[config.mk]
export PLATFORM = sky130hd
export DESIGN_NAME = rsrr_divu
export DESIGN_NICKNAME = d
export VERILOG_FILES = /design/src/rtl/rsrr_pkg.sv /design/src/rtl/rsrr_divu.sv
export SDC_FILE = /design/constraint.sdc
export NUM_CORES = 1
export LEC_CHECK = 0
export BUFFER_PORTS_ARGS = -buffer_cell sky130_fd_sc_hd__buf_4
export CAP_MARGIN = 20
export CORE_AREA = 2 2 128 130
export CTS_CLUSTER_SIZE = 14
export DETAILED_ROUTE_END_ITERATION = 8
export DIE_AREA = 0 0 130 132
export GPL_TIMING_DRIVEN = 0
export PLACE_DENSITY = 0.66
export REMOVE_ABC_BUFFERS = 1
export SLEW_MARGIN = 20
export SYNTH_ARGS = -nofsm -noshare
export SYNTH_HDL_FRONTEND = slang
export SYNTH_SLANG_ARGS = --single-unit
[constraint.sdc]
create_clock -name clock -period 3.9 [get_ports clock]
set_input_delay 0.78 -clock clock [delete_from_list [all_inputs] [get_ports clock]]
set_output_delay 0.78 -clock clock [all_outputs]
set_load 0.005 [all_outputs]
[src/rtl/rsrr_pkg.sv]
`default_nettype none
// ----------------------------------------------------------------------------
// rsrr_pkg: shared types and constants of the raster shear/roll remapper
// Holds the register map, the command record that travels from the front
// end to the back end, the divider handshake records and the FSM states.
// ----------------------------------------------------------------------------
package rsrr_pkg;

   // Request payload layout: col, row, red, green, blue, alpha from bit 0 up.
   localparam int REQ_DATA_BITS = 56;
   localparam int RSP_DATA_BITS = 32;
   localparam int CSR_DATA_BITS = 15;
   localparam int CSR_INDEX_BITS = 3;

   // Register indexes of the configuration port.
   typedef enum logic [CSR_INDEX_BITS-1:0] {
      REG_FRAME_WIDTH  = 3'd0,
      REG_FRAME_HEIGHT = 3'd1,
      REG_SHEAR_Q8     = 3'd2,
      REG_FLAG_AMP_Q8  = 3'd3,
      REG_FLAG_HEIGHT  = 3'd4,
      REG_ROLL_OFFSET  = 3'd5
   } csr_index_type;

   localparam logic [9:0]  RST_FRAME_WIDTH  = 10'd512;
   localparam logic [9:0]  RST_FRAME_HEIGHT = 10'd512;
   localparam logic [10:0] RST_SHEAR_Q8     = 11'd38;
   localparam logic [14:0] RST_FLAG_AMP_Q8  = 15'd3072;
   localparam logic [8:0]  RST_FLAG_HEIGHT  = 9'd48;
   localparam logic [9:0]  RST_ROLL_OFFSET  = 10'd0;

   typedef struct packed {
      logic [9:0]         frame_width;
      logic [9:0]         frame_height;
      logic signed [10:0] shear_q8;
      logic [14:0]        flag_amplitude_q8;
      logic [8:0]         flag_height;
      logic [9:0]         roll_offset;
   } cfg_type;

   typedef struct packed {
      logic [7:0] alpha;
      logic [7:0] blue;
      logic [7:0] green;
      logic [7:0] red;
   } pixel_type;

   // One queued command. Writes carry the pixel, reads carry the bar flag.
   typedef struct packed {
      logic      is_read;
      logic      in_blank;
      pixel_type pix;
   } cmd_type;

   localparam int QUEUE_DEPTH = 4;
   localparam int QUEUE_PTR_BITS = 2;
   localparam int QUEUE_CNT_BITS = 3;

   // Shared restoring divider. The quotient never exceeds 12 bits here.
   localparam int DIV_NUM_BITS = 38;
   localparam int DIV_DEN_BITS = 26;
   localparam int DIV_QUO_BITS = 12;
   localparam int DIV_CNT_BITS = 4;
   localparam int DIV_SHIFT_BITS = DIV_DEN_BITS + DIV_QUO_BITS - 1;

   typedef struct packed {
      logic                    start;
      logic [DIV_NUM_BITS-1:0] dividend;
      logic [DIV_DEN_BITS-1:0] divisor;
   } div_req_type;

   typedef struct packed {
      logic                    busy;
      logic [DIV_QUO_BITS-1:0] quo;
      logic [DIV_NUM_BITS-1:0] rem;
   } div_status_type;

   typedef enum logic [2:0] {
      FS_IDLE,
      FS_MUL1,
      FS_MUL2,
      FS_SUM,
      FS_WAIT_ROW,
      FS_WAIT_OFF,
      FS_WAIT_COL,
      FS_PUSH
   } front_state_type;

endpackage
`default_nettype wire

[src/rtl/rsrr_divu.sv]
`default_nettype none
// ----------------------------------------------------------------------------
// rsrr_divu: shared iterative divider
// Unsigned restoring division, one quotient bit per cycle. Used for both
// modulo reductions and for the rounded offset division.
// ----------------------------------------------------------------------------
module rsrr_divu (
   input  logic                   clock,
   input  logic                   reset,
   input  rsrr_pkg::div_req_type  div_req,
   output rsrr_pkg::div_status_type div_sts
);
   import rsrr_pkg::*;

   logic [DIV_NUM_BITS-1:0]   rem_ff, rem_in;
   logic [DIV_SHIFT_BITS-1:0] den_ff, den_in;
   logic [DIV_QUO_BITS-1:0]   quo_ff, quo_in;
   logic [DIV_CNT_BITS-1:0]   cnt_ff, cnt_in;
   logic                      busy_ff, busy_in;
   logic                      fits;

   assign fits = rem_ff >= DIV_NUM_BITS'(den_ff);

   always_comb begin
      rem_in  = rem_ff;
      den_in  = den_ff;
      quo_in  = quo_ff;
      cnt_in  = cnt_ff;
      busy_in = busy_ff;
      if (div_req.start) begin
         rem_in  = div_req.dividend;
         den_in  = {div_req.divisor, {(DIV_QUO_BITS-1){1'b0}}};
         quo_in  = '0;
         cnt_in  = DIV_CNT_BITS'(DIV_QUO_BITS);
         busy_in = 1'b1;
      end else if (busy_ff) begin
         rem_in  = fits ? rem_ff - DIV_NUM_BITS'(den_ff) : rem_ff;
         den_in  = den_ff >> 1;
         quo_in  = {quo_ff[DIV_QUO_BITS-2:0], fits};
         cnt_in  = cnt_ff - 1'b1;
         busy_in = cnt_ff != DIV_CNT_BITS'(1);
      end
   end

   always_ff @(posedge clock) begin
      if (reset) begin
         busy_ff <= 1'b0;
         cnt_ff  <= '0;
      end else begin
         busy_ff <= busy_in;
         cnt_ff  <= cnt_in;
      end
      rem_ff <= rem_in;
      den_ff <= den_in;
      quo_ff <= quo_in;
   end

   assign div_sts.busy = busy_ff;
   assign div_sts.quo  = quo_ff;
   assign div_sts.rem  = rem_ff;

endmodule
`default_nettype wire

=== After elaboration in Yosys (flattened, before gate mapping) ===
Index checks and enable logic that the tools add are counted.

* Flip-flop bits (word level): 92
* Output and inout bits: 51

* Add/sub/neg operators: 2
* Magnitude comparators: 1
* Equal/unequal tests: 1
* Muxes and demuxes: 9
* Reduce and logical (&&, ||, !) cells: 4

{| class="wikitable"
|+ Operators by type and width
! cell !! number
|-
| two-way mux 38 bit || 3
|-
| two-way mux 37 bit || 2
|-
| greater-or-equal comparator 38 x 37 -> 1 bit || 1
|-
| subtractor 38 x 37 -> 38 bit || 1
|-
| two-way mux 4 bit || 2
|-
| inequality test 4 x 1 -> 1 bit (second input constant) || 1
|-
| nonzero test 2 bit || 2
|-
| subtractor 4 x 1 -> 4 bit (second input constant) || 1
|-
| two-way mux 1 bit || 2
|-
| AND reduction 2 bit || 1
|-
| OR reduction 2 bit || 1
|}

=== Logic depth before layout (Yosys ltp) ===
* Word-level depth: 4
* Depth in mapped cells: 10
* Mapped depth without buffers: 10

=== Worst setup path before layout ===
No wires, ideal clock.

* Path type: register to register
* Start: reg rem_ff[0]
* End: reg rem_ff[0], enable pin
* Library setup time: 438 ps
* Arrival time: 3865 ps
* Required time: 3462 ps
* Path slack: -403 ps
* Cell stages (with the launch flop): 11
* Buffers on the path: 0
* Clock period less this slack: 4303 ps
* Path through: edfxtp_1 > inv_1 > ha_1 > fa_1 > nand2b_1 > a21oi_1 > o21ai_1 > a31oi_1 > a221o_1 > a41oi_2 > o21ai_1

* Longest elaborated chain between the ends: 3

{| class="wikitable"
|+ Ends and longest elaborated chain
! what !! line !! source
|-
| from (decl) || rsrr_divu.sv:15 || <nowiki>logic [DIV_NUM_BITS-1:0] rem_ff, rem_in;</nowiki>
|-
| from (signal assigned) || rsrr_divu.sv:53 || <nowiki>rem_ff <= rem_in;</nowiki>
|-
| greater-or-equal comparator 38 x 37 -> 1 bit || rsrr_divu.sv:22 || <nowiki>assign fits = rem_ff >= DIV_NUM_BITS'(den_ff);</nowiki>
|-
| nonzero test 2 bit (no source line) || - ||
|-
| AND reduction 2 bit (no source line) || - ||
|}

Every way passes these cells.
A chain may end at the register's enable or synchronous reset.

=== Worst setup path after layout ===
* Start: reg rem_ff[0]
* End: reg rem_ff[22], enable pin

Same word-level chain as after synthesis.

==> impl_metrics.py <==
metrics = {
    "run_status": {
        "status": "finished clean",
    },
    "pwr": {
        "finalPower_mw": 4.571,
        "p_leak_nw": 3.091,
        "irDropWorstVdd_v": 0.0002630,
        "clockPowerShare_pct": 19.9,
        "netSwitchingFraction_pct": 39.49,
        "seq_power_share_pct": 30.6,
        "powerDensity_nw_per_um2": 605.5,
        "switchingPower_mw": 1.805,
        "pwr-share-comb_pct": 49.5,
        "p_int_mw": 2.766,
    },
    "cts": {
        "clkSinkCount": 92,
        "root_buffer": "clkbuf_16",
        "path_clk_slew_ps": 70,
        "cts_tree": "built",
        "cts_buffers": 9,
        "clk_latency_ps": 360,
        "cts_htree_levels": 3,
        "cts-hold-fix-buffers": 0,
        "cts_buffer_depth": 2,
    },
    "placement": {
        "dp.final_hpwl_um": 11520,
        "placed_area_um2": 7217,
        "gp_congestion": 0.8692,
        "placed_cells": 977,
        "port_buffers": 117,
        "pre_cts_slack_ps": -47.19,
    },
    "yosys": {
        "synth_cell_types": 68,
        "yosysTopAreaCell": "edfxtp_1",
        "avgSynthCellArea_um2": 9.114,
        "synthArstFlopShare_pct": 0,
        "synth_top_area_share_pct": 31.24,
        "yosysSeqAreaShare_pct": 40.35,
        "ys_top_cells_by_count": "nand2_1 (89), edfxtp_1 (64), nor2_1 (54), o21ai_0 (49), inv_1 (48)",
        "syn-instance-count": 675,
        "synth_edf_count": 64,
        "ys.warnings.count": 0,
        "ys_ff_latch": 92,
        "syn_area_um2": 6152,
        "post-synth-top-count-cell": "nand2_1",
        "synthTopCellsByArea": "edfxtp_1 (31%), dfxtp_1 (9.1%), ha_1 (7.9%)",
        "synthFlopType": "edfxtp_1",
    },
    "routing": {
        "dr_total_vias": 5245,
        "wirelength_um": 15770,
        "ant_nets": 0,
        "dr.pass1.iters": 4,
        "avgRoutedWirePerCell_um": 15.86,
        "drt-vias-per-instance": 5.277,
        "drc": 0,
        "drt_iter0_markers": 354,
    },
    "critical_path": {
        "worst_ep_arrival_time_ps": 3620,
        "crit_path_end_kind": "register",
        "critPathMaxFanout": 21,
        "crit_required_ps": 3960,
        "reg2reg_depth": 11,
        "worstSetupStartpointType": "register",
        "crit_type": "register to register",
    },
    "sta": {
        "hold_ws_ps": 510.4,
        "setup_tns_ps": 0,
        "max_freq_ghz": 0.2804,
        "tightest_slew_ps": 961.1,
        "max-slew-margin-rel_pct": 35.93,
        "drv_slew": 0,
        "layout_worst_path_cycle_share_pct": 91.43,
        "clock_skew_ps": 11.46,
        "finalHoldViolations": 0,
        "fin_ws_ps": 334.0,
        "post-route-min-period_ps": 3566,
        "rsz0062_at_grt": "false",
        "finalSetupViolations": 0,
    },
    "final_layout": {
        "drive_gt1_share_pct": 20.82,
        "stdcell_count": 994,
        "num-fill-cells": 1556,
        "final_area_um2": 7550,
        "area_delta_synth_final_pct": 22.72,
        "utilization_pct": 48.05,
        "diodes": 0,
        "nets": 880,
    },
    "run": {
        "cap_violations": 0,
    },
    "global_routing": {
        "grt_pass1_vias": 5037,
        "grt_max_degree": 141,
        "antenna_found_initial": 0,
        "track_usage_pct": 18.48,
        "gr-total-overflow": 0,
        "grt_pass1_wl_um": 25220,
    },
    "floorplan": {
        "dieWidth_um": 130,
        "num_rows": 46,
        "coreArea_um2": 15710,
        "start_util_pct": 39.15,
        "pin_count": 118,
        "die-area_um2": 17160,
        "die_y_um": 132,
    },
    "min_path": {
        "hold_class": "register to register",
        "hold_depth": 2,
    },
}
[registers in the layout, summed over array words and instances, names as in the netlist]
register,flops
busy_ff,1
den_ff,37
cnt_ff,4
rem_ff,38
quo_ff,12
[final cells by class]
class	count	area (µm²)	share of cell area (%)
Multi-Input combinational cell	501	3342	44.27
Sequential cell	92	2484	32.90
Timing Repair Buffer	120	957.2	12.68
Clock buffer	11	275.3	3.646
Tap cell	216	270.3	3.580
Inverter	49	183.9	2.436
Clock inverter	5	37.54	0.4972
[cells by family (layout without fill, tap and decap cells)]
group | after synthesis | after routing | share of synthesized area, %
muxes | 26 | 26 | 4.271
buffers and inverters | 82 | 185 | 5.552
DFF | 92 | 92 | 40.35
AOI/OAI and AO/OA | 203 | 203 | 22.37
and+or+nand+nor | 201 | 201 | 14.79
xor gates and xnor gates | 31 | 31 | 4.413
adders and majority gates | 40 | 40 | 8.257
[cell usage in the layout (no fill, tap or decap), types with 7 or more instances in the layout]
cell type	count
buf_4	116
nand2_1	88
edfxtp_1	64
nor2_1	54
o21ai_0	49
inv_1	48
a21oi_1	47
ha_1	39
dfxtp_1	27
mux2i_1	24
o31ai_1	20
xnor2_1	20
nand4_1	11
a21o_1	11
xor2_1	11
clkbuf_16	11
a22o_1	10
o21a_1	8
nor3_1	8
nand3_1	7
[routing by layer]
| metal | vias up | GRT usage (%) | part of all wire (%) |
|---|---|---|---|
| met5 | - | 0 | 0 |
| met4 | 0 | 6.153 | 1.8 |
| met3 | 21 | 4.992 | 6.4 |
| met2 | 148 | 27.43 | 44 |
| met1 | 2428 | 25.98 | 48 |
| li1 | 2648 | - | - |
[worst max-delay path: stages (launching register included)]
cell and delay [ps]:
edfxtp_1 350, inv_1 50, ha_1 210, fa_1 400
nand2b_1 180, a21oi_1 280, o21ai_1 180, a31oi_1 480
a221o_1 400, a41oi_2 230, o21ai_4 300, buf_16 210
[power groups by stage]
stage | Combinational [mW] | Clock, mW | Sequential (mW)
CTS | 2.25 | 0.934 | 1.40
global placement | 2.18 | 0 | 1.43
floorplan | 1.52 | 0 | 1.41
detailed placement | 2.23 | 0 | 1.42
global route | 2.51 | 0.964 | 1.42
finish | 2.26 | 0.910 | 1.40
[timing repair]
action / 4_1_cts / 5_1_grt
gates resized for setup: 0 / 0
buffers inserted: 1 / 0
setup endpoints to repair: 21 / 0
[path summary, 6_finish.rpt]
check              from    endpoint  slack, ps
min reg2reg  quo_ff[11]  quo_ff[11]        510
max reg2reg   rem_ff[0]  rem_ff[22]        330
min          quo_ff[11]  quo_ff[11]        510
max           rem_ff[0]  rem_ff[22]        330
Power figures use the tool's default switching activity.
