[config.mk]
export PLATFORM = sky130hd
export DESIGN_NAME = rsrr_front
export DESIGN_NICKNAME = d
export VERILOG_FILES = /design/src/rtl/rsrr_pkg.sv /design/src/rtl/rsrr_front.sv
export SDC_FILE = /design/constraint.sdc
export NUM_CORES = 2
export LEC_CHECK = 0
export ABC_AREA = 1
export BUFFER_PORTS_ARGS = -buffer_cell sky130_fd_sc_hd__buf_2
export CORE_UTILIZATION = 60
export CTS_CLUSTER_DIAMETER = 200
export DETAILED_ROUTE_END_ITERATION = 8
export PLACE_DENSITY = 0.79
export RECOVER_POWER = 100
export SLEW_MARGIN = 5
export SYNTH_ARGS = -nofsm -noshare
export SYNTH_HDL_FRONTEND = slang
export SYNTH_SLANG_ARGS = --single-unit
[constraint.sdc]
create_clock -name clock -period 11 [get_ports clock]
set_input_delay 1.65 -clock clock [delete_from_list [all_inputs] [get_ports clock]]
set_output_delay 1.65 -clock clock [all_outputs]
set_load 0.01 [all_outputs]
[src/rtl/rsrr_pkg.sv]
`default_nettype none
// ----------------------------------------------------------------------------
// rsrr_pkg: shared types and constants of the raster shear/roll remapper
// Holds the register map, the command record that travels from the front
// end to the back end, the divider handshake records and the FSM states.
// ----------------------------------------------------------------------------
package rsrr_pkg;

   // Request payload layout: col, row, red, green, blue, alpha from bit 0 up.
   localparam int REQ_DATA_BITS = 56;
   localparam int RSP_DATA_BITS = 32;
   localparam int CSR_DATA_BITS = 15;
   localparam int CSR_INDEX_BITS = 3;

   // Register indexes of the configuration port.
   typedef enum logic [CSR_INDEX_BITS-1:0] {
      REG_FRAME_WIDTH  = 3'd0,
      REG_FRAME_HEIGHT = 3'd1,
      REG_SHEAR_Q8     = 3'd2,
      REG_FLAG_AMP_Q8  = 3'd3,
      REG_FLAG_HEIGHT  = 3'd4,
      REG_ROLL_OFFSET  = 3'd5
   } csr_index_type;

   localparam logic [9:0]  RST_FRAME_WIDTH  = 10'd512;
   localparam logic [9:0]  RST_FRAME_HEIGHT = 10'd512;
   localparam logic [10:0] RST_SHEAR_Q8     = 11'd38;
   localparam logic [14:0] RST_FLAG_AMP_Q8  = 15'd3072;
   localparam logic [8:0]  RST_FLAG_HEIGHT  = 9'd48;
   localparam logic [9:0]  RST_ROLL_OFFSET  = 10'd0;

   typedef struct packed {
      logic [9:0]         frame_width;
      logic [9:0]         frame_height;
      logic signed [10:0] shear_q8;
      logic [14:0]        flag_amplitude_q8;
      logic [8:0]         flag_height;
      logic [9:0]         roll_offset;
   } cfg_type;

   typedef struct packed {
      logic [7:0] alpha;
      logic [7:0] blue;
      logic [7:0] green;
      logic [7:0] red;
   } pixel_type;

   // One queued command. Writes carry the pixel, reads carry the bar flag.
   typedef struct packed {
      logic      is_read;
      logic      in_blank;
      pixel_type pix;
   } cmd_type;

   localparam int QUEUE_DEPTH = 4;
   localparam int QUEUE_PTR_BITS = 2;
   localparam int QUEUE_CNT_BITS = 3;

   // Shared restoring divider. The quotient never exceeds 12 bits here.
   localparam int DIV_NUM_BITS = 38;
   localparam int DIV_DEN_BITS = 26;
   localparam int DIV_QUO_BITS = 12;
   localparam int DIV_CNT_BITS = 4;
   localparam int DIV_SHIFT_BITS = DIV_DEN_BITS + DIV_QUO_BITS - 1;

   typedef struct packed {
      logic                    start;
      logic [DIV_NUM_BITS-1:0] dividend;
      logic [DIV_DEN_BITS-1:0] divisor;
   } div_req_type;

   typedef struct packed {
      logic                    busy;
      logic [DIV_QUO_BITS-1:0] quo;
      logic [DIV_NUM_BITS-1:0] rem;
   } div_status_type;

   typedef enum logic [2:0] {
      FS_IDLE,
      FS_MUL1,
      FS_MUL2,
      FS_SUM,
      FS_WAIT_ROW,
      FS_WAIT_OFF,
      FS_WAIT_COL,
      FS_PUSH
   } front_state_type;

endpackage
`default_nettype wire

[src/rtl/rsrr_front.sv]
`default_nettype none
// ----------------------------------------------------------------------------
// rsrr_front: request intake and address generation
// Writes are queued at once. Reads run a short sequencer that wraps the
// source row, forms the rounded shear/bend offset and wraps the column.
// ----------------------------------------------------------------------------
module rsrr_front #(
   parameter int MAX_WIDTH  = 512,
   parameter int MAX_HEIGHT = 512,
   parameter int ADDR_BITS  = 18
) (
   input  logic                                clock,
   input  logic                                reset,
   input  rsrr_pkg::cfg_type                   cfg,
   input  logic                                req_tvalid,
   output logic                                req_tready,
   input  logic                                req_tuser,
   input  logic [rsrr_pkg::REQ_DATA_BITS-1:0]  req_tdata,
   input  logic                                q_full,
   output logic                                q_push,
   output rsrr_pkg::cmd_type                   q_cmd,
   output logic [ADDR_BITS-1:0]                q_addr,
   output rsrr_pkg::div_req_type               div_req,
   input  rsrr_pkg::div_status_type            div_sts
);
   import rsrr_pkg::*;

   front_state_type state_ff, state_in;

   logic [8:0]  req_col, req_row;
   pixel_type   req_pix;
   logic        accept, wr_in_store;

   logic [8:0]  x_ff, y_ff;
   logic [17:0] fh2_ff, fh2_in, d2_ff, d2_in;
   logic [8:0]  d_c;
   logic signed [20:0] sxy_ff, sxy_in;
   logic        bend_ff, bend_in;
   logic signed [39:0] p1_ff, p1_in;
   logic [32:0] p2_ff, p2_in;
   logic signed [40:0] num_c;
   logic [40:0] abs_c;
   logic [25:0] den_ff, den_in;
   logic [37:0] mag_ff, mag_in;
   logic        neg_ff, neg_in;
   logic [9:0]  sy_ff, sy_in;
   logic        bar_ff, bar_in;
   logic signed [13:0] off_c, v_c;
   logic [13:0] vabs_c;
   logic        vneg_ff, vneg_in;
   logic [9:0]  sx_ff, sx_in, rem10;

   logic [9:0]  w_sat, h_sat;
   logic [6:0]  h_div8, bar_rows, h_div24;
   logic [17:0] h_prod;

   assign req_col = req_tdata[8:0];
   assign req_row = req_tdata[17:9];
   assign req_pix = pixel_type'(req_tdata[49:18]);
   assign accept  = req_tvalid && req_tready;
   assign wr_in_store = (32'(req_col) < 32'(MAX_WIDTH)) && (32'(req_row) < 32'(MAX_HEIGHT));

   // Active frame size, held to 1..store size.
   always_comb begin
      if (cfg.frame_width == 10'd0) begin
         w_sat = 10'd1;
      end else if (32'(cfg.frame_width) > 32'(MAX_WIDTH)) begin
         w_sat = 10'(MAX_WIDTH);
      end else begin
         w_sat = cfg.frame_width;
      end
      if (cfg.frame_height == 10'd0) begin
         h_sat = 10'd1;
      end else if (32'(cfg.frame_height) > 32'(MAX_HEIGHT)) begin
         h_sat = 10'(MAX_HEIGHT);
      end else begin
         h_sat = cfg.frame_height;
      end
   end

   // Bar height is max(2, h/24); h/24 is (h/8)/3 by a reciprocal multiply.
   assign h_div8   = h_sat[9:3];
   assign h_prod   = 18'(h_div8) * 18'd683;
   assign h_div24  = h_prod[17:11];
   assign bar_rows = (h_div24 < 7'd2) ? 7'd2 : h_div24;

   // Next state.
   always_comb begin
      state_in = state_ff;
      case (state_ff)
         FS_IDLE: begin
            if (accept && req_tuser) begin
               state_in = FS_MUL1;
            end
         end
         FS_MUL1: state_in = FS_MUL2;
         FS_MUL2: state_in = FS_SUM;
         FS_SUM:  state_in = FS_WAIT_ROW;
         FS_WAIT_ROW: begin
            if (!div_sts.busy) begin
               state_in = FS_WAIT_OFF;
            end
         end
         FS_WAIT_OFF: begin
            if (!div_sts.busy) begin
               state_in = FS_WAIT_COL;
            end
         end
         FS_WAIT_COL: begin
            if (!div_sts.busy) begin
               state_in = FS_PUSH;
            end
         end
         FS_PUSH: begin
            if (!q_full) begin
               state_in = FS_IDLE;
            end
         end
         default: state_in = FS_IDLE;
      endcase
   end

   // Offset and column arithmetic seen while the divider results land.
   always_comb begin
      off_c  = neg_ff ? -$signed({2'b00, div_sts.quo}) : $signed({2'b00, div_sts.quo});
      v_c    = $signed({5'd0, x_ff}) - off_c;
      vabs_c = v_c[13] ? 14'(-v_c) : 14'(v_c);
      rem10  = div_sts.rem[9:0];
   end

   // Outputs.
   always_comb begin
      req_tready       = 1'b0;
      q_push           = 1'b0;
      q_cmd            = '0;
      q_addr           = '0;
      div_req.start    = 1'b0;
      div_req.dividend = '0;
      div_req.divisor  = '0;
      case (state_ff)
         FS_IDLE: begin
            req_tready   = !q_full;
            q_push       = accept && !req_tuser && wr_in_store;
            q_cmd.is_read = 1'b0;
            q_cmd.pix    = req_pix;
            q_addr       = ADDR_BITS'(req_row) * ADDR_BITS'(MAX_WIDTH) + ADDR_BITS'(req_col);
         end
         FS_MUL1: begin
            div_req.start    = 1'b1;
            div_req.dividend = DIV_NUM_BITS'(y_ff) + DIV_NUM_BITS'(cfg.roll_offset);
            div_req.divisor  = DIV_DEN_BITS'(h_sat);
         end
         FS_WAIT_ROW: begin
            div_req.start    = !div_sts.busy;
            div_req.dividend = mag_ff;
            div_req.divisor  = den_ff;
         end
         FS_WAIT_OFF: begin
            div_req.start    = !div_sts.busy;
            div_req.dividend = DIV_NUM_BITS'(vabs_c);
            div_req.divisor  = DIV_DEN_BITS'(w_sat);
         end
         FS_PUSH: begin
            q_push         = !q_full;
            q_cmd.is_read  = 1'b1;
            q_cmd.in_blank = bar_ff;
            q_addr         = ADDR_BITS'(sy_ff) * ADDR_BITS'(MAX_WIDTH) + ADDR_BITS'(sx_ff);
         end
         default: begin
         end
      endcase
   end

   // Datapath next values.
   always_comb begin
      d_c     = cfg.flag_height - y_ff;
      bend_in = (cfg.flag_height != 9'd0) && (y_ff < cfg.flag_height);
      fh2_in  = 18'(cfg.flag_height) * 18'(cfg.flag_height);
      d2_in   = 18'(d_c) * 18'(d_c);
      sxy_in  = cfg.shear_q8 * $signed({1'b0, y_ff});

      p1_in = sxy_ff * $signed({1'b0, fh2_ff});
      p2_in = 33'(cfg.flag_amplitude_q8) * 33'(d2_ff);

      if (bend_ff) begin
         num_c  = p1_ff + $signed({8'd0, p2_ff});
         den_in = {fh2_ff, 8'd0};
      end else begin
         num_c  = sxy_ff;
         den_in = 26'd256;
      end
      abs_c  = num_c[40] ? 41'(-num_c) : 41'(num_c);
      neg_in = num_c[40];
      mag_in = abs_c[37:0] + {12'd0, den_in >> 1};

      sy_in  = rem10;
      bar_in = (cfg.roll_offset != 10'd0) &&
               ((11'(rem10) + 11'(bar_rows)) >= 11'(h_sat));
      vneg_in = v_c[13];
      sx_in  = (vneg_ff && rem10 != 10'd0) ? w_sat - rem10 : rem10;
   end

   always_ff @(posedge clock) begin
      if (reset) begin
         state_ff <= FS_IDLE;
      end else begin
         state_ff <= state_in;
      end
      if (state_ff == FS_IDLE && accept) begin
         x_ff <= req_col;
         y_ff <= req_row;
      end
      if (state_ff == FS_MUL1) begin
         fh2_ff  <= fh2_in;
         d2_ff   <= d2_in;
         sxy_ff  <= sxy_in;
         bend_ff <= bend_in;
      end
      if (state_ff == FS_MUL2) begin
         p1_ff <= p1_in;
         p2_ff <= p2_in;
      end
      if (state_ff == FS_SUM) begin
         den_ff <= den_in;
         mag_ff <= mag_in;
         neg_ff <= neg_in;
      end
      if (state_ff == FS_WAIT_ROW && !div_sts.busy) begin
         sy_ff  <= sy_in;
         bar_ff <= bar_in;
      end
      if (state_ff == FS_WAIT_OFF && !div_sts.busy) begin
         vneg_ff <= vneg_in;
      end
      if (state_ff == FS_WAIT_COL && !div_sts.busy) begin
         sx_ff <= sx_in;
      end
   end

endmodule
`default_nettype wire

# Word level (Yosys, flattened, before mapping)
# Cells that the tools add are included.
# word_totals
regBits	238
latchBits	0
ram_bits	0
romBits	0
inputBits	177
output_inout_bits	119
word_cells	95
n_memories	0
# classes
addsub	12
mul	6
n_div	0
magnitude_cmp	5
eq_ne	12
n_shift	0
mux	24
bitwise_logic	0
n_reduce_logical	20
# op_table
cell	count
$pmux 65 s3	1
$mux 10	5
$add 40x34->41	1
$mux 41	1
$mul 21x19->40	1
$add 38x25->38	1
$mux 38	1
$neg 38->38	1
$mul 9x9->18	2
$pmux 18 s2	1
$mul 15x18->33	1
$mux 32	1
$mux 14	2
$mux 26	1
$pmux 3 s8	1
$mul 11x10->21	1
$gt 10x10->1 const B	2
$logic_not 10->1	2
$reduce_bool 10->1	2
$add 18x10->18	1
$add 18x9->18	1
$mul 7x10->17 const B	1
$mux 3	5
$neg 12->14	1
other kinds (21)	42

# Depth between registers and ports, before layout
# logic_depth
ltp_word	9
mapped_depth	44
ltp_nobuf	44

# Worst setup path after synthesis
# No wires, ideal clock.
# synth_timing
path_kind	input to register
start	input port cfg[52] in the netlist's numbering
end	register bar_ff (data pin)
setup_time_ns	0.250
arrival_time_ns	7.840
required_time_ns	10.750
path_slack_ns	2.910
path_stages	40
n_path_buf	0
cell_sequence	inv_1 > nand4_1 > nor3_1 > nand3_1 > nand2_1 > inv_1 > nor2_1 > ha_1 > fa_1 > inv_1 > fa_1 > inv_1 > fa_1 > ha_1 > a21oi_1 > nand2_1 > a21oi_1 > inv_1 > [4 not listed] > nor2_1 > nor2_1 > ha_1 > fa_1 > a31oi_1 > o31ai_1 > xor2_1 > inv_1 > ha_1 > nand2_1 > nor2_1 > a211oi_1 > a21boi_0 > o31ai_1 > nand2_1 > nand2_1 > a32o_1 > inv_1
# synth_between
elab_chain_len	9
word_cells_on_any_way	10
cone_classes	1 x add/sub; 1 x mul; 3 x order compare; 3 x mux; 2 x reduce/logical
# synth_lines
item	line_no	source
start, declared	rsrr_front.sv:14	input rsrr_pkg::cfg_type cfg,
$gt 10x10->1	rsrr_front.sv:74	end else if (32'(cfg.frame_height) > 32'(MAX_HEIGHT)) begin
$mux 10	rsrr_front.sv:74	
$mux 10 *	rsrr_front.sv:72	if (cfg.frame_height == 10'd0) begin
$mul 7x10->17	rsrr_front.sv:83	assign h_prod = 18'(h_div8) * 18'd683;
$lt 6x2->1	rsrr_front.sv:85	assign bar_rows = (h_div24 < 7'd2) ? 7'd2 : h_div24;
$mux 6	rsrr_front.sv:85	
$add 10x6->11	rsrr_front.sv:198	((11'(rem10) + 11'(bar_rows)) >= 11'(h_sat));
$ge 11x10->1 *	rsrr_front.sv:198	
$logic_and 1x1->1 *	rsrr_front.sv:197	bar_in = (cfg.roll_offset != 10'd0) &&
via bar_in	rsrr_front.sv:47	logic bar_ff, bar_in;
end signal, assigned	rsrr_front.sv:230	bar_ff <= bar_in;
end, declared	rsrr_front.sv:47	
# The timed path passes the listed nets; every way through them passes the cells marked *.
# A chain may end at the register's enable or synchronous reset.

# Worst setup path in the final report
# layout_timing
start	register bend_ff
end	register mag_ff[31] (data pin)
# layout_between
elab_chain_len	4
word_cells_on_any_way	5
cone_classes	2 x add/sub; 3 x mux
# layout_lines
item	line_no	source
start, declared	rsrr_front.sv:38	logic bend_ff, bend_in;
start signal, assigned	rsrr_front.sv:217	bend_ff <= bend_in;
$mux 41	rsrr_front.sv:185	if (bend_ff) begin
$neg 38->38	rsrr_front.sv:192	abs_c = num_c[40] ? 41'(-num_c) : 41'(num_c);
$mux 38	rsrr_front.sv:192	
$add 38x25->38 *	rsrr_front.sv:194	mag_in = abs_c[37:0] + {12'd0, den_in >> 1};
via mag_in[31]	rsrr_front.sv:44	logic [37:0] mag_ff, mag_in;
end signal, assigned	rsrr_front.sv:225	mag_ff <= mag_in;
end, declared	rsrr_front.sv:44	
# Marked as above.

==> qor.csv <==
metric,value,unit
yosys warns,0,
first-pass GRT wire length,201400,um
Slew HR,-172.1,%
syn_area_per_cell,7.795,um^2
DRT antenna net count,0,
RSZ-0062 raised after global routing,no,
hold path endpoint,state_ff[0],
Yosys cell types,62,
final setup TNS,0,ns
most frequent cells in the layout,"inv_1 (1,651), nand2_1 (1,441), fa_1 (727), ha_1 (483), nor2_1 (377)",
slowest CP cell,clkbuf_1,
final setup violation count,0,
clk_skew,0.01519,ns
clk_lat worst skew,0.57,ns
Die W,284.7,um
Seq cells post-synth,227,
pre-CTS WS,1.849,ns
Syn Inst Count,6150,
max cap viols,7,
failing checks,"max-capacitance violations, max-slew violations",
"CP delay by family, top",buffers and inverters,
complex-gate fraction of the synthesized area,5.742,%
instance count on the critical path,27,
sequential cell area,6787,um^2
Peak Freq,112.5,MHz
mux share of post-synthesis cell area,0.04176,%
"Design Area, Final",50660,um^2
Die H,284.7,um
Post-synth EDFFs,224,
total gr overflow,0,
fin crit share,80.81,%
number of diodes,0,
max incr delay on CP,2.32,ns
Critical Path AT,9.21,ns
largest family of logic cells by synthesized area,adder cells,
htree depth,1,
reg2reg setup slack,2.11,ns
placed insts,7309,
CTS tree,built,
CP most frequent cell,nand3_1,
top_reg_cell synth,edfxtp_1,
"Worst Setup Slack, final",2.110,ns
hold buffers post-CTS,0,
Final Hold Viols,0,
largest net degree at the start of global routing,74,
Root Driver,clkbuf_16,
"Seq/Total Area, Yosys",14.16,%
Post-CTS Resized,0,
"Reg clk slew, reported paths",0.07,ns
fin cells,7356,
worst r2r dst,mag_ff[31],
Iter 0 DRT Violations,2788,
Setup Buffers After CTS,0,
Crit. End Element,flip-flop,
critical path type,flip-flop to flip-flop,
Detailed Place HPWL,100800,um
GPL Wtd Cong,0.9788,
hold path start,state_ff[0],
FF-to-FF path depth,27,
Clock Sinks,227,
drt first pass iters,6,
type of the most critical hold path,flip-flop to flip-flop,
DRC,0,
launch point of the worst reg-to-reg path,bend_ff,
simple logic cell fraction of the synthesized area,18.51,%
Syn Std Cell Area,47940,um^2
Critical Path RT,11.32,ns
routed vias,39291,
CP Launch Type,flip-flop,
Pins Over Slew Limit,335,
Final min period,8.890,ns
initial antenna violation count,7,
Area Growth Syn to Fin,5.666,%
die area,81040,um^2
Avg WL per Cell,16.73,um
hold path depth,2,
Tot GR Track Use,31.03,%
Total Wirelength,123100,um
CTS Buffer Depth,3,
Synth Area in XOR/XNOR,3.983,%
CTS Buf Count,26,
DP Area,50110,um^2
status,"finished, violations left",
crit path max fanout,65,
proportion of layout cells with a drive suffix above 1,4.123,%
Nets,7674,
footprint of the multi-input gates,34160,um^2
Core Area,79000,um^2
Fill cells,6735,
Site Rows,103,
combined buffer and inverter count along the critical path,3,
Adder-Cell Fraction of Synth Area,42.96,%
vias in the first global route,40343,
ys async rst share,0,%
Buffers on Ports,261,
Ports,296,
Starting Density,60.69,%
"commonest non-fill, non-tap cell in the layout",inv_1,
via/cell ratio,5.341,
Worst-Margin Slew,4.082,ns
## area by class of cell
type / count / share of cell area (%)
sequential: 227 / 13.40
multi-input combinational: 4071 / 67.43
tap: 1050 / 2.593
clock buffer: 30 / 1.356
timing repair buffer: 288 / 2.547
inverter: 1673 / 12.40
clock inverter: 17 / 0.2766
## kinds of logic after synthesis
group,after synthesis
AOI/OAI and AO/OA,468
DFF,227
buffers and inverters,1858
and+or+nand+nor,2165
adders and majority gates,1210
muxes,2
xor gates and xnor gates,218
other,2
## synthesized netlist by cell type (18+ instances only)
library cell	n	area [um^2]
a21oi_1	215	1076
buf_1	22	82.58
clkbuf_1	153	574.3
edfxtp_1	224	6726
fa_1	727	14550
ha_1	483	6043
inv_1	1650	6193
nand2_1	1441	5409
nand2_2	23	143.9
nand3_1	159	795.8
nand4_1	52	325.3
nor2_1	374	1404
nor3_1	35	175.2
o21ai_0	102	510.5
o31ai_1	18	135.1
xnor2_1	67	586.8
xor2_1	151	1323
## flip-flops by register name, indices dropped and copies added (netlist names), 10 cells and up
signal  cells
fh2_ff     17
den_ff     17
p2_ff      33
sx_ff      10
sxy_ff     21
d2_ff      17
p1_ff      40
mag_ff     38
## worst max path at each step
| stage | startpoint | end | slack [ns] |
|---|---|---|---|
| after floorplan | cfg[52] | bar_ff | 2.91 |
| after global placement | cfg[52] | bar_ff | 1.97 |
| after detailed placement | cfg[52] | bar_ff | 1.85 |
| after CTS | cfg[52] | bar_ff | 2.43 |
| after global routing | bend_ff | mag_ff[31] | 1.48 |
| final | bend_ff | mag_ff[31] | 2.11 |
## through the flow
step | util, % | hold slack (ns)
finish | 64.12 | 0.5701
global route | 64.12 | 0.6199
CTS | 64.48 | 0.5926
detailed placement | 63.43 | 0.5847
global placement | 63.43 | 0.5801
floorplan | - | 0.5318
## worst reg2reg max path, stage by stage, from the launching register on
cell      delay [ns]
edfxtp_1        0.48
clkbuf_1        2.32
inv_1           1.08
a21boi_0        0.63
ha_1            0.25
nand3_1         0.08
nor2_1          0.16
nand3_1         0.26
nor2_1          0.33
a21oi_1         0.13
xor2_1          0.18
ha_1            0.38
nand2_1         0.06
o21ai_0         0.32
nand3_1         0.15
nand2_1         0.12
nand3_1         0.07
nand2_1         0.10
nand2_1         0.06
nand2_1         0.12
inv_1           0.06
o21bai_1        0.21
nand3_1         0.10
nand2_1         0.15
nand3_1         0.15
nor2_1          0.40
nand3_1         0.16
xor2_1          0.17
## metal layers
metal  vias up  track usage [%]  wire length (um)
met5         -                0                41
met4         6            10.55              4723
met3       293            4.061              9632
met2      1538            53.89             59720
met1     18839            39.83             48960
li1      18615                -                 -
Power is left out: the tool's default activity adds up to more than one toggle a clock period on the data nets, which glitch-free logic cannot reach.
