===== config.mk =====
export PLATFORM = sky130hd
export DESIGN_NAME = rsrr_queue
export DESIGN_NICKNAME = d
export VERILOG_FILES = /design/src/rtl/rsrr_pkg.sv /design/src/rtl/rsrr_queue.sv
export SDC_FILE = /design/constraint.sdc
export NUM_CORES = 1
export LEC_CHECK = 0
export ABC_AREA = 0
export BUFFER_PORTS_ARGS = -buffer_cell sky130_fd_sc_hd__buf_2
export CAP_MARGIN = 40
export CORE_MARGIN = 5
export CORE_UTILIZATION = 59
export CTS_BUF_LIST = sky130_fd_sc_hd__clkbuf_4
export DETAILED_ROUTE_END_ITERATION = 7
export GPL_ROUTABILITY_DRIVEN = 0
export HOLD_SLACK_MARGIN = 0.12
export PLACE_DENSITY = 0.81
export SYNTH_ARGS = -nofsm -noshare
export SYNTH_HDL_FRONTEND = slang
export SYNTH_SLANG_ARGS = --single-unit

===== constraint.sdc =====
create_clock -name clock -period 3.34 [get_ports clock]
set_input_delay 0.167 -clock clock [delete_from_list [all_inputs] [get_ports clock]]
set_output_delay 0.167 -clock clock [all_outputs]
set_load 0.01 [all_outputs]

===== src/rtl/rsrr_pkg.sv =====
`default_nettype none
// ----------------------------------------------------------------------------
// rsrr_pkg: shared types and constants of the raster shear/roll remapper
// Holds the register map, the command record that travels from the front
// end to the back end, the divider handshake records and the FSM states.
// ----------------------------------------------------------------------------
package rsrr_pkg;

   // Request payload layout: col, row, red, green, blue, alpha from bit 0 up.
   localparam int REQ_DATA_BITS = 56;
   localparam int RSP_DATA_BITS = 32;
   localparam int CSR_DATA_BITS = 15;
   localparam int CSR_INDEX_BITS = 3;

   // Register indexes of the configuration port.
   typedef enum logic [CSR_INDEX_BITS-1:0] {
      REG_FRAME_WIDTH  = 3'd0,
      REG_FRAME_HEIGHT = 3'd1,
      REG_SHEAR_Q8     = 3'd2,
      REG_FLAG_AMP_Q8  = 3'd3,
      REG_FLAG_HEIGHT  = 3'd4,
      REG_ROLL_OFFSET  = 3'd5
   } csr_index_type;

   localparam logic [9:0]  RST_FRAME_WIDTH  = 10'd512;
   localparam logic [9:0]  RST_FRAME_HEIGHT = 10'd512;
   localparam logic [10:0] RST_SHEAR_Q8     = 11'd38;
   localparam logic [14:0] RST_FLAG_AMP_Q8  = 15'd3072;
   localparam logic [8:0]  RST_FLAG_HEIGHT  = 9'd48;
   localparam logic [9:0]  RST_ROLL_OFFSET  = 10'd0;

   typedef struct packed {
      logic [9:0]         frame_width;
      logic [9:0]         frame_height;
      logic signed [10:0] shear_q8;
      logic [14:0]        flag_amplitude_q8;
      logic [8:0]         flag_height;
      logic [9:0]         roll_offset;
   } cfg_type;

   typedef struct packed {
      logic [7:0] alpha;
      logic [7:0] blue;
      logic [7:0] green;
      logic [7:0] red;
   } pixel_type;

   // One queued command. Writes carry the pixel, reads carry the bar flag.
   typedef struct packed {
      logic      is_read;
      logic      in_blank;
      pixel_type pix;
   } cmd_type;

   localparam int QUEUE_DEPTH = 4;
   localparam int QUEUE_PTR_BITS = 2;
   localparam int QUEUE_CNT_BITS = 3;

   // Shared restoring divider. The quotient never exceeds 12 bits here.
   localparam int DIV_NUM_BITS = 38;
   localparam int DIV_DEN_BITS = 26;
   localparam int DIV_QUO_BITS = 12;
   localparam int DIV_CNT_BITS = 4;
   localparam int DIV_SHIFT_BITS = DIV_DEN_BITS + DIV_QUO_BITS - 1;

   typedef struct packed {
      logic                    start;
      logic [DIV_NUM_BITS-1:0] dividend;
      logic [DIV_DEN_BITS-1:0] divisor;
   } div_req_type;

   typedef struct packed {
      logic                    busy;
      logic [DIV_QUO_BITS-1:0] quo;
      logic [DIV_NUM_BITS-1:0] rem;
   } div_status_type;

   typedef enum logic [2:0] {
      FS_IDLE,
      FS_MUL1,
      FS_MUL2,
      FS_SUM,
      FS_WAIT_ROW,
      FS_WAIT_OFF,
      FS_WAIT_COL,
      FS_PUSH
   } front_state_type;

endpackage
`default_nettype wire


===== src/rtl/rsrr_queue.sv =====
`default_nettype none
// ----------------------------------------------------------------------------
// rsrr_queue: command queue between front and back end
// A small first-in first-out buffer; push and pop may happen together.
// ----------------------------------------------------------------------------
module rsrr_queue #(
   parameter int WIDTH = 52
) (
   input  logic             clock,
   input  logic             reset,
   input  logic             push,
   input  logic [WIDTH-1:0] din,
   output logic             full,
   input  logic             pop,
   output logic [WIDTH-1:0] dout,
   output logic             empty
);
   import rsrr_pkg::*;

   logic [WIDTH-1:0]          entry_ff [QUEUE_DEPTH];
   logic [QUEUE_PTR_BITS-1:0] wr_ptr_ff, wr_ptr_in, rd_ptr_ff, rd_ptr_in;
   logic [QUEUE_CNT_BITS-1:0] count_ff, count_in;
   logic                      do_push, do_pop;

   assign full    = count_ff == QUEUE_CNT_BITS'(QUEUE_DEPTH);
   assign empty   = count_ff == '0;
   assign do_push = push && !full;
   assign do_pop  = pop && !empty;
   assign dout    = entry_ff[rd_ptr_ff];

   always_comb begin
      wr_ptr_in = do_push ? wr_ptr_ff + 1'b1 : wr_ptr_ff;
      rd_ptr_in = do_pop ? rd_ptr_ff + 1'b1 : rd_ptr_ff;
      count_in  = count_ff;
      if (do_push && !do_pop) begin
         count_in = count_ff + 1'b1;
      end else if (do_pop && !do_push) begin
         count_in = count_ff - 1'b1;
      end
   end

   always_ff @(posedge clock) begin
      if (reset) begin
         wr_ptr_ff <= '0;
         rd_ptr_ff <= '0;
         count_ff  <= '0;
      end else begin
         wr_ptr_ff <= wr_ptr_in;
         rd_ptr_ff <= rd_ptr_in;
         count_ff  <= count_in;
      end
      if (do_push) begin
         entry_ff[wr_ptr_ff] <= din;
      end
   end

endmodule
`default_nettype wire


# Yosys cells after proc, flatten, opt, wreduce, memory -nomap -nowiden
# Memories as Yosys holds them, arrays and structs flattened. A register that Yosys moved wholly into a read port is not among the register bits.
# Index checks and enable logic that the tools add are counted.
op_classes:
  n_mux: 6
  add_sub_neg: 4
  n_eq_ne: 1
  n_reduce_logical: 10
ops:
  columns: ["op", "n"]
  rows:
  - ["3-bit 2-to-1 mux", 2]
  - ["2-bit by 1-bit adder with 2-bit output (second input constant)", 2]
  - ["1-bit logical AND", 4]
  - ["1-bit logical NOT", 4]
  - ["2-bit 2-to-1 mux", 2]
  - ["3-bit by 1-bit adder with 3-bit output (second input constant)", 1]
  - ["3-bit == test (second input constant)", 1]
  - ["3-bit logical NOT", 1]
  - ["3-bit by 1-bit subtractor with 3-bit output (second input constant)", 1]
  - ["1-bit 2-to-1 mux", 2]
  - ["2-bit nonzero test", 1]
totals:
  n_memories: 1
  inputBits: 56
  ff_bits: 7
  output_inout_bits: 54
  mem_bits_rw: 208
  wordCells: 25
mem_list:
  columns: ["memory", "words", "word_bits", "read_ports", "rd_ports_with_merged_regs", "write_ports", "line_no", "source"]
  rows:
  - ["entry_ff", 4, 52, 1, 1, 1, "rsrr_queue.sv:20", "logic [WIDTH-1:0] entry_ff [QUEUE_DEPTH];"]

# Logic depth before layout (Yosys ltp)
# Gate-level depths: netlist of run 1.
logic_depth:
  ltp_word: 7
  depth_mapped: 8
  ltp_nobuf: 8

# Worst setup path before layout of run 1
# No wires, ideal clock.
synth_timing:
  path_kind: "reg2reg"
  from: "register count_ff[0]"
  to: "memory entry_ff[0][0] (enable)"
  setup_time_ns: 0.415
  t_arrival_ns: 2.027
  n_path_buf: 0
  setup_slack_ns: 0.898
  t_required_ns: 2.925
  path_stages_with_launch: 4
  path_cell_list: "dfxtp_1 > nor3b_2 > nor2_2 > and2_1"
synth_between:
  elab_chain_cells: 5
synth_lines:
  columns: ["element", "line_no", "source"]
  rows:
  - ["start, declared", "rsrr_queue.sv:22", "logic [QUEUE_CNT_BITS-1:0] count_ff, count_in;"]
  - ["start signal, assigned", "rsrr_queue.sv:50", "count_ff <= count_in;"]
  - ["3-bit == test", "rsrr_queue.sv:25", "assign full = count_ff == QUEUE_CNT_BITS'(QUEUE_DEPTH);"]
  - ["via full", "rsrr_queue.sv:13", "output logic full,"]
  - ["1-bit logical NOT", "rsrr_queue.sv:27", "assign do_push = push && !full;"]
  - ["1-bit logical AND", "rsrr_queue.sv:27", null]
  - ["via do_push", "rsrr_queue.sv:23", "logic do_push, do_pop;"]
  - ["1-bit 2-to-1 mux", "rsrr_queue.sv:52", "if (do_push) begin"]
  - ["1-bit 2-to-1 mux (not written as such)", "rsrr_queue.sv:53", "entry_ff[wr_ptr_ff] <= din;"]
  - ["end, declared", "rsrr_queue.sv:20", null]
# The timed path passes the listed nets, and every way through them passes these cells.

==> impl_metrics.ini, run 1 <==
[route]
detailedRoute.firstIterationViolations = 233
via_count = 3973
mean_routed_wirelength_per_cell_um = 19.2
antenna_violating_nets_post_route = 0
vias_per_cell = 5.33
postRouteWirelength_um = 14300
detailedRoute.firstPassIterationCount = 4
drc_errors = 0

[sta]
final_hold_viol_count = 0
clock.fmax_mhz = 367
layout_worst_path_cycle_share = 0.816
timing.clock.skew_ps = 41.7
timing_worst_slew_pin_value_ps = 777
post-route-min-period_ps = 2730
rsz_0062_raised_after_global_routing = no
timing.slew.headroom = 0.482
timing.setup.tns_ps = 0
final-max-slew-violation-count = 0
setup_viol = 0

[synth]
postSynthAreaPerCell_sq_um = 25.1
seq_area_frac_synth = 0.800
synth_flop_cell = edfxtp_1
synth-async-reset-ratio = 0
synthesis_warning_total = 0
netlist_top_cells_area = edfxtp_1 (78%), mux4_2 (15%), dfxtp_1 (2.2%)
synth_top_cell_by_area = edfxtp_1
post_synth_instance_area_sq_mm = 0.00803
yosys.area.top_type_share = 0.778
synth.ff_latch_count = 217
edff_count_synth = 208
synth.net_count = 382
synth.distinct_cells = 23
syn-instance-count = 320

[setup_path]
crit_buf_inv = 2
cells_along_the_critical_path = buf_4, mux4_2, buf_2
worst-setup-path-type = reg2out
worst_ep_arrival_time_ps = 2560
setup.reg_to_reg.worst_slack_ps = 1130
worst_setup_path_end_kind = output port
slowest_stage = dfxtp_4
total_stage_count_of_the_critical_path = 3
reg_to_reg_startpoint = count_ff[0]
critical_path.top_delay_family = flip-flops
reg2reg_to = count_ff[2]
reg2reg_depth = 8
worstPathMaxFanout = 38
max_stage_delay_ps = 860
cp-start-kind = flip-flop
endpoint = dout[11]
worst-endpoint-required_ps = 3170

[final_layout]
layout_commonest_cell = edfxtp_1
layout_common_cells = edfxtp_1 (208), buf_2 (109), clkbuf_4 (80)
final_nets = 596
area_growth_pct = 24.6
postLayoutCellArea_sq_mm = 0.0100
final_layout_size_suffix_gt1_frac = 0.457

[grt]
global_route.usage.total = 0.186
grt_pass1_vias = 4382
globalRoute.totalOverflow = 0
grt_pass1_wl_um = 22700
grt_start_max_net_pins = 39
grt_antenna_before_repair = 1

[floorplanning]
die_width_um = 127
vertical_die_dimension_um = 127
coreArea_sq_mm = 0.0133
start_util = 0.604
dieArea_sq_mm = 0.0160
placement_rows = 42
floorplan.io_pins = 110

[status]
run_status = complete, no violations

[clocking]
tritoncts.num_buffers = 52
clk_latency_ps = 630
cts_resized = 0
cts.sinks = 217
ctsRootBufferMaster = clkbuf_4
clock_path_buffers = 3
path_clk_slew_ps = 60
cts.htree.levels = 2
clock_tree_from_tritoncts = built

[placement]
dp.final_hpwl_um = 8650
port_buffers = 109
post_dp_cell_area_sq_mm = 0.00880

[run]
drv.max_cap_violation_count = 0

[hold_path]
min-delay-path-class = in2reg

[power_and_ir_drop]
ir_worst_vdd_v = 0.000347
powerDensity_mw_per_mm2 = 705
power_leakage_nw = 3.51
[cell families after synthesis]
family | synth area share
AO/OA/AOI/OAI | 0.00514
XOR/XNOR | 0.00436
adder cells (fa/ha/maj) | 0.0103
buffers and inverters | 0.0198
flip-flops | 0.800
multiplexers | 0.148
AND/OR/NAND/NOR | 0.0115
[cell type report]
cell class / count / area [sq um]
clock buffer: 80 / 601
tap: 176 / 220
clock inverter: 9 / 36.3
fill: 772 / 3290
sequential: 217 / 6430
timing repair buffer: 173 / 1250
antenna: 1 / 2.50
multi-input combinational: 86 / 1450
inverter: 4 / 15.0
[Yosys cell counts, drive strengths merged, types with 2 or more instances]
cell and n:
mux4 52, a21oi 2, edfxtp 208, xor2 4, dfxtp 9, clkbuf 2
or3 2, nand2b 2, o21ai 2, inv 4, ha 5, buf 11
nor2 6, mux2i 2, and2 4
[routing by layer]
metal,GRT usage,part of all wire,up-vias
met3,0.0467,0.066,21
met4,0.0801,0.020,0
li1,-,-,1815
met5,0,0,-
met2,0.310,0.52,142
met1,0.235,0.39,1995
[metrics by stage]
step / utilization / hold WS (ps) / worst slack, ps / std cells / total power, mW
final: 0.752 / 291 / 613 / 746 / 7.05
after global routing: 0.752 / 262 / 378 / 746 / 7.43
after floorplan: - / 266 / 898 / 320 / 4.59
after global placement: 0.660 / 377 / 1250 / 599 / 5.02
after detailed placement: 0.662 / 386 / 1160 / 600 / 5.08
after CTS: 0.752 / 227 / 485 / 745 / 7.16
[how the worst min path moves through the flow]
stage,cells after the start,from,slack (ps),to
2_1_floorplan,0,din[0],270,entry_ff[0][0]
3_3_place_gp,1,din[3],380,entry_ff[0][3]
3_5_place_dp,1,din[32],390,entry_ff[2][32]
4_1_cts,2,din[46],230,entry_ff[2][46]
5_1_grt,2,din[48],260,entry_ff[0][48]
6_report,2,din[51],290,entry_ff[0][51]
[power breakdown]
group	total, mW	internal [mW]	leakage (nW)	switching, mW
clock	2.01	1.08	0.387	0.930
combinational	1.55	0.847	1.14	0.699
sequential	3.49	3.28	1.98	0.214
[worst reg2reg max path, cell delays in order (launching register included)]
cell,delay [ps]
dfxtp_1,480
nor3b_2,120
nor2_2,210
ha_1,230
inv_1,70
fa_1,400
xor2_1,170
or3_1,310
a21oi_1,140
[flip-flops by register name, summed over array words and instances, names as in the netlist, named ones only]
register / flops
rd_ptr_ff: 2
entry_ff: 208
wr_ptr_ff: 2
count_ff: 3
[timing repair]
action | in CTS | in global routing
hold buffers | 56 | 0
setup buffers | 0 | 0
hold endpoints to repair | 217 | 0
Note: power is estimated with default switching activity, not from simulation.
==> run 2, diff against run 1 <==
--- a/config.mk
+++ b/config.mk
@@ -9,12 +9,12 @@
 export BUFFER_PORTS_ARGS = -buffer_cell sky130_fd_sc_hd__buf_2
 export CAP_MARGIN = 40
 export CORE_MARGIN = 5
-export CORE_UTILIZATION = 59
+export CORE_UTILIZATION = 53
 export CTS_BUF_LIST = sky130_fd_sc_hd__clkbuf_4
 export DETAILED_ROUTE_END_ITERATION = 7
 export GPL_ROUTABILITY_DRIVEN = 0
 export HOLD_SLACK_MARGIN = 0.12
-export PLACE_DENSITY = 0.81
+export PLACE_DENSITY = 0.76
 export SYNTH_ARGS = -nofsm -noshare
 export SYNTH_HDL_FRONTEND = slang
 export SYNTH_SLANG_ARGS = --single-unit
==> constraint.sdc (replaced) <==
create_clock -name clock -period 2.4 [get_ports clock]
set_input_delay 0.12 -clock clock [delete_from_list [all_inputs] [get_ports clock]]
set_output_delay 0.12 -clock clock [all_outputs]
set_load 0.01 [all_outputs]
==> run 2 against run 1 <==
Worst setup slack worse by 410 ps; core utilization down 8.4 points; worst hold slack worse by 52 ps; global-route usage down 2.0 points; register-to-register slack worse by 870 ps; non-clock buffer count up 5; critical path type unchanged; largest power group unchanged.
==> impl_metrics.ini, run 2 (synthesis results as in run 1) <==
[status]
run_status = complete, no violations

[run]
drv.max_cap_violation_count = 0

[final_layout]
stdcell_count = 770
final_layout_size_suffix_gt1_frac = 0.464
final_nets = 601
largest_register = entry_ff
area_growth_pct = 25.1
layout_common_cells = edfxtp_1 (208), buf_2 (109), clkbuf_4 (82)
diodes = 0
layout_top_registers = entry_ff x208, count_ff x3
layout_commonest_cell = edfxtp_1
max_reg_flops = 208

[floorplanning]
floorplan.io_pins = 110
placement_rows = 45
start_util = 0.534
dieArea_sq_mm = 0.0177
coreArea_sq_mm = 0.0150
vertical_die_dimension_um = 133
die_width_um = 133

[route]
detailedRoute.firstPassIterationCount = 4
drc_errors = 0
postRouteWirelength_um = 14400
via_count = 4017
mean_routed_wirelength_per_cell_um = 18.7
detailedRoute.firstIterationViolations = 158
vias_per_cell = 5.22
antenna_violating_nets_post_route = 0

[setup_path]
worst_ep_arrival_time_ps = 2080
critical_path.top_delay_family = multiplexers
total_stage_count_of_the_critical_path = 3
worst-setup-path-type = reg2out
cells_along_the_critical_path = buf_6, mux4_2, buf_2
worstPathMaxFanout = 13
crit_buf_inv = 2
max_stage_delay_ps = 540
worst-endpoint-required_ps = 2280
worst_setup_path_end_kind = output port
cp-start-kind = flip-flop
slowest_stage = mux4_2
reg2reg_depth = 8

[clocking]
tritoncts.num_buffers = 52
cts.htree.levels = 2
clk_latency_ps = 630
clock_path_buffers = 3
ctsRootBufferMaster = clkbuf_4
path_clk_slew_ps = 70
clock_tree_from_tritoncts = built
cts.sinks = 217

[sta]
timing.setup.tns_ps = 0
final_hold_viol_count = 0
timing_worst_slew_pin_value_ps = 440
setup_viol = 0
rsz_0062_raised_after_global_routing = no
timing.clock.skew_ps = 31.9
timing.slew.headroom = 0.706
final-max-slew-violation-count = 0
post-route-min-period_ps = 2200
layout_worst_path_cycle_share = 0.917
clock.fmax_mhz = 454

[hold_path]
min-delay-path-class = in2reg
hold_depth = 2

[grt]
grt_pass1_wl_um = 22800
grt_pass1_vias = 4484
grt_antenna_before_repair = 0
global_route.usage.total = 0.166
grt_start_max_net_pins = 31
globalRoute.totalOverflow = 0

[power_and_ir_drop]
power_leakage_nw = 3.55
powerDensity_mw_per_mm2 = 989
ir_worst_vdd_v = 0.000580

[placement]
dp.final_hpwl_um = 8340
place_inst = 617
port_buffers = 109
[run 2: final timing paths]
path | startpoint | end | slack, ps
setup reg to reg | count_ff[0] | count_ff[2] | 260
hold / removal | din[32] | entry_ff[3][32] | 240
hold reg to reg | wr_ptr_ff[1] | wr_ptr_ff[1] | 520
setup / recovery | flip-flop | dout[3] | 200
[run 2: power breakdown]
group	leakage [nW]	internal [mW]	switching, mW
sequential	1.98	4.56	0.181
clock	0.413	1.56	1.34
combinational	1.15	1.19	1.10
[run 2: what timing repair did]
| action | 4_1_cts | 5_1_grt |
|---|---|---|
| hold buffers | 56 | 0 |
| endpoints found under the hold margin | 217 | 0 |
| endpoints found under the setup margin | 0 | 18 |
| gates resized for setup | 0 | 2 |
| setup buffers | 0 | 0 |
[run 2: metrics by stage]
stage	utilization	instance area, sq um	hold slack [ps]	total power, mW	worst slack, ps
detailed placement	0.585	8800	336	7.08	252
floorplan	-	8030	219	6.38	417
global placement	0.585	8800	329	7.02	375
CTS	0.667	10000	176	10.1	33.2
global route	0.668	10000	190	10.5	44.1
finish	0.668	10000	239	9.93	199
[run 2: area by class of cell]
type / count / area, sq um
repair buffers: 178 / 1240
well taps: 188 / 235
clock buffers: 82 / 616
flip-flops and latches: 217 / 6430
fillers: 1017 / 4990
clock inverters: 15 / 60.1
inverters: 4 / 15.0
multi-input cells: 86 / 1450
[run 2: worst reg2reg max path, delay by kind of cell, from the launching register on]
kind                     cells  cell delay [ps]
AND/OR/NAND/NOR              3              620
AO/OA/AOI/OAI                1              130
flip-flops                   1              490
buffers and inverters        1               60
XOR/XNOR                     1              160
adder cells (fa/ha/maj)      2              620
[run 2: layer usage]
layer,part of all wire,up-vias,GRT usage
li1,-,1836,-
met1,0.39,2035,0.199
met2,0.53,129,0.288
met3,0.064,17,0.0441
met4,0.013,0,0.0624
met5,0,-,0
==> run 3, diff against run 2 <==
--- a/config.mk
+++ b/config.mk
@@ -15,6 +15,7 @@
 export GPL_ROUTABILITY_DRIVEN = 0
 export HOLD_SLACK_MARGIN = 0.12
 export PLACE_DENSITY = 0.76
+export REMOVE_ABC_BUFFERS = 1
 export SYNTH_ARGS = -nofsm -noshare
 export SYNTH_HDL_FRONTEND = slang
 export SYNTH_SLANG_ARGS = --single-unit
==> run 3 against run 2 <==
Register-to-register slack lost 20 ps; via count grew 0.72%; clock-buffer cell count shrank 3; core utilization grew 0.64 points; clock power shrank 4%; combinational power grew 7%; sequential cell count is the same; largest power group unchanged.
==> impl_metrics.ini, run 3 (synthesis results as in run 1) <==
[sta]
final-max-slew-violation-count = 0
final_hold_viol_count = 0
fin_hold_ws_ps = 256
layout_worst_path_cycle_share = 0.904
timing.slew.headroom = 0.653
post-route-min-period_ps = 2170
timing.clock.skew_ps = 17.4
setup_viol = 0
rsz_0062_raised_after_global_routing = no
clock.fmax_mhz = 461
timing_worst_slew_pin_value_ps = 521
timing.setup.tns_ps = 0

[setup_path]
max_stage_delay_ps = 660
cp-start-kind = flip-flop
worst-endpoint-required_ps = 2280
setup.reg_to_reg.worst_slack_ps = 240
worst_setup_path_end_kind = output port
worst_ep_arrival_time_ps = 2050
crit_buf_inv = 2
reg2reg_depth = 8
cells_along_the_critical_path = buf_12, mux4_2, buf_2
slowest_stage = dfxtp_2
worst-setup-path-type = reg2out
worstPathMaxFanout = 21
reg2reg_to = count_ff[2]
critical_path.top_delay_family = flip-flops
reg_to_reg_startpoint = count_ff[1]

[final_layout]
layout_commonest_cell = edfxtp_1
area_growth_pct = 26.3
final_layout_size_suffix_gt1_frac = 0.464
postLayoutCoreUtil = 0.674
stdcell_count = 769
layout_common_cells = edfxtp_1 (208), buf_2 (109), clkbuf_4 (79)
fill_count = 982
final_nets = 608
largest_register = entry_ff
max_reg_flops = 208
layout_top_registers = entry_ff x208, count_ff x3

[floorplanning]
floorplan.io_pins = 110
die_width_um = 133
start_util = 0.534
placement_rows = 45
vertical_die_dimension_um = 133
dieArea_sq_mm = 0.0177
coreArea_sq_mm = 0.0150

[route]
detailedRoute.firstIterationViolations = 187
mean_routed_wirelength_per_cell_um = 19.0
detailedRoute.firstPassIterationCount = 6
antenna_violating_nets_post_route = 0
via_count = 4046
vias_per_cell = 5.26
drc_errors = 0
postRouteWirelength_um = 14600

[grt]
global_route.usage.total = 0.173
grt_antenna_before_repair = 1
grt.busiest_layer = met2
grt.met2_usage = 0.306
globalRoute.totalOverflow = 0
grt_start_max_net_pins = 31
met1_use_gr = 0.196
groute.layer.met3.usage = 0.0555
grt_pass1_wl_um = 23600
grt_pass1_vias = 4574

[placement]
port_buffers = 109
place_inst = 616
dp.final_hpwl_um = 8730

[clocking]
path_clk_slew_ps = 60
cts_resized = 0
tritoncts.num_buffers = 53
ctsRootBufferMaster = clkbuf_4
clock_tree_from_tritoncts = built
cts.htree.levels = 2
clock_path_buffers = 3
clk_latency_ps = 610
cts.sinks = 217

[run]
drv.max_cap_violation_count = 0

[hold_path]
worst_hold_path.endpoint = entry_ff[0][18]
hold_depth = 2
hold_start = din[18]
min-delay-path-class = in2reg

[power_and_ir_drop]
powerDensity_mw_per_mm2 = 981
ir_worst_vdd_v = 0.000539
power_leakage_nw = 3.57

[status]
run_status = complete, no violations
## run 3: stage by stage
stage / power [mW] / area [sq um] / setup slack [ps]
final: 9.95 / 10100 / 232
after global routing: 10.5 / 10100 / 105
after CTS: 10.0 / 10100 / 10.2
after detailed placement: 7.16 / 8890 / 257
after global placement: 7.11 / 8890 / 363
after floorplan: 6.21 / 7880 / -654
## run 3: how the worst max path moves through the flow
stage	slack [ps]	cells past startpoint	to	startpoint
after floorplan	-650	1	dout[0]	flip-flop
after global placement	360	8	count_ff[2]	count_ff[0]
after detailed placement	260	8	count_ff[2]	count_ff[0]
after CTS	10	3	dout[8]	flip-flop
after global routing	110	3	dout[20]	flip-flop
final	230	3	dout[26]	flip-flop
## run 3: per-layer routing
metal	vias up	routed length (um)	share of wire
met5	-	0	0
met3	19	928	0.063
met1	2046	5560	0.38
met4	0	185	0.013
met2	139	7950	0.54
li1	1842	-	-
## run 3: layout make-up
type                            count  area [sq um]  area share
Tap cell                          188           235      0.0232
Clock inverter                     10          38.8     0.00383
Multi-Input combinational cell     86          1450       0.143
Sequential cell                   217          6430       0.634
Inverter                            4          15.0     0.00148
Timing Repair Buffer              184          1370       0.136
Antenna cell                        1          2.50    0.000247
Clock buffer                       79           593      0.0585
## run 3: report_power, final
part	internal (mW)	total, mW	switching (mW)
clock	1.49	2.77	1.28
sequential	4.56	4.72	0.162
combinational	1.30	2.46	1.16
## run 3: worst register-to-register path, delay by kind of cell (launching register included)
family          cells  cell delay (ps)
simple gates        3              660
fa+ha+maj           2              600
flops               1              480
xor+xnor            1              160
compound gates      1              140
buf+inv             1               60
## run 3: timing repair
item	4_1_cts	5_1_grt
hold buffers	56	0
endpoints found under the setup margin	0	25
setup buffers	0	7
endpoints found under the hold margin	217	0
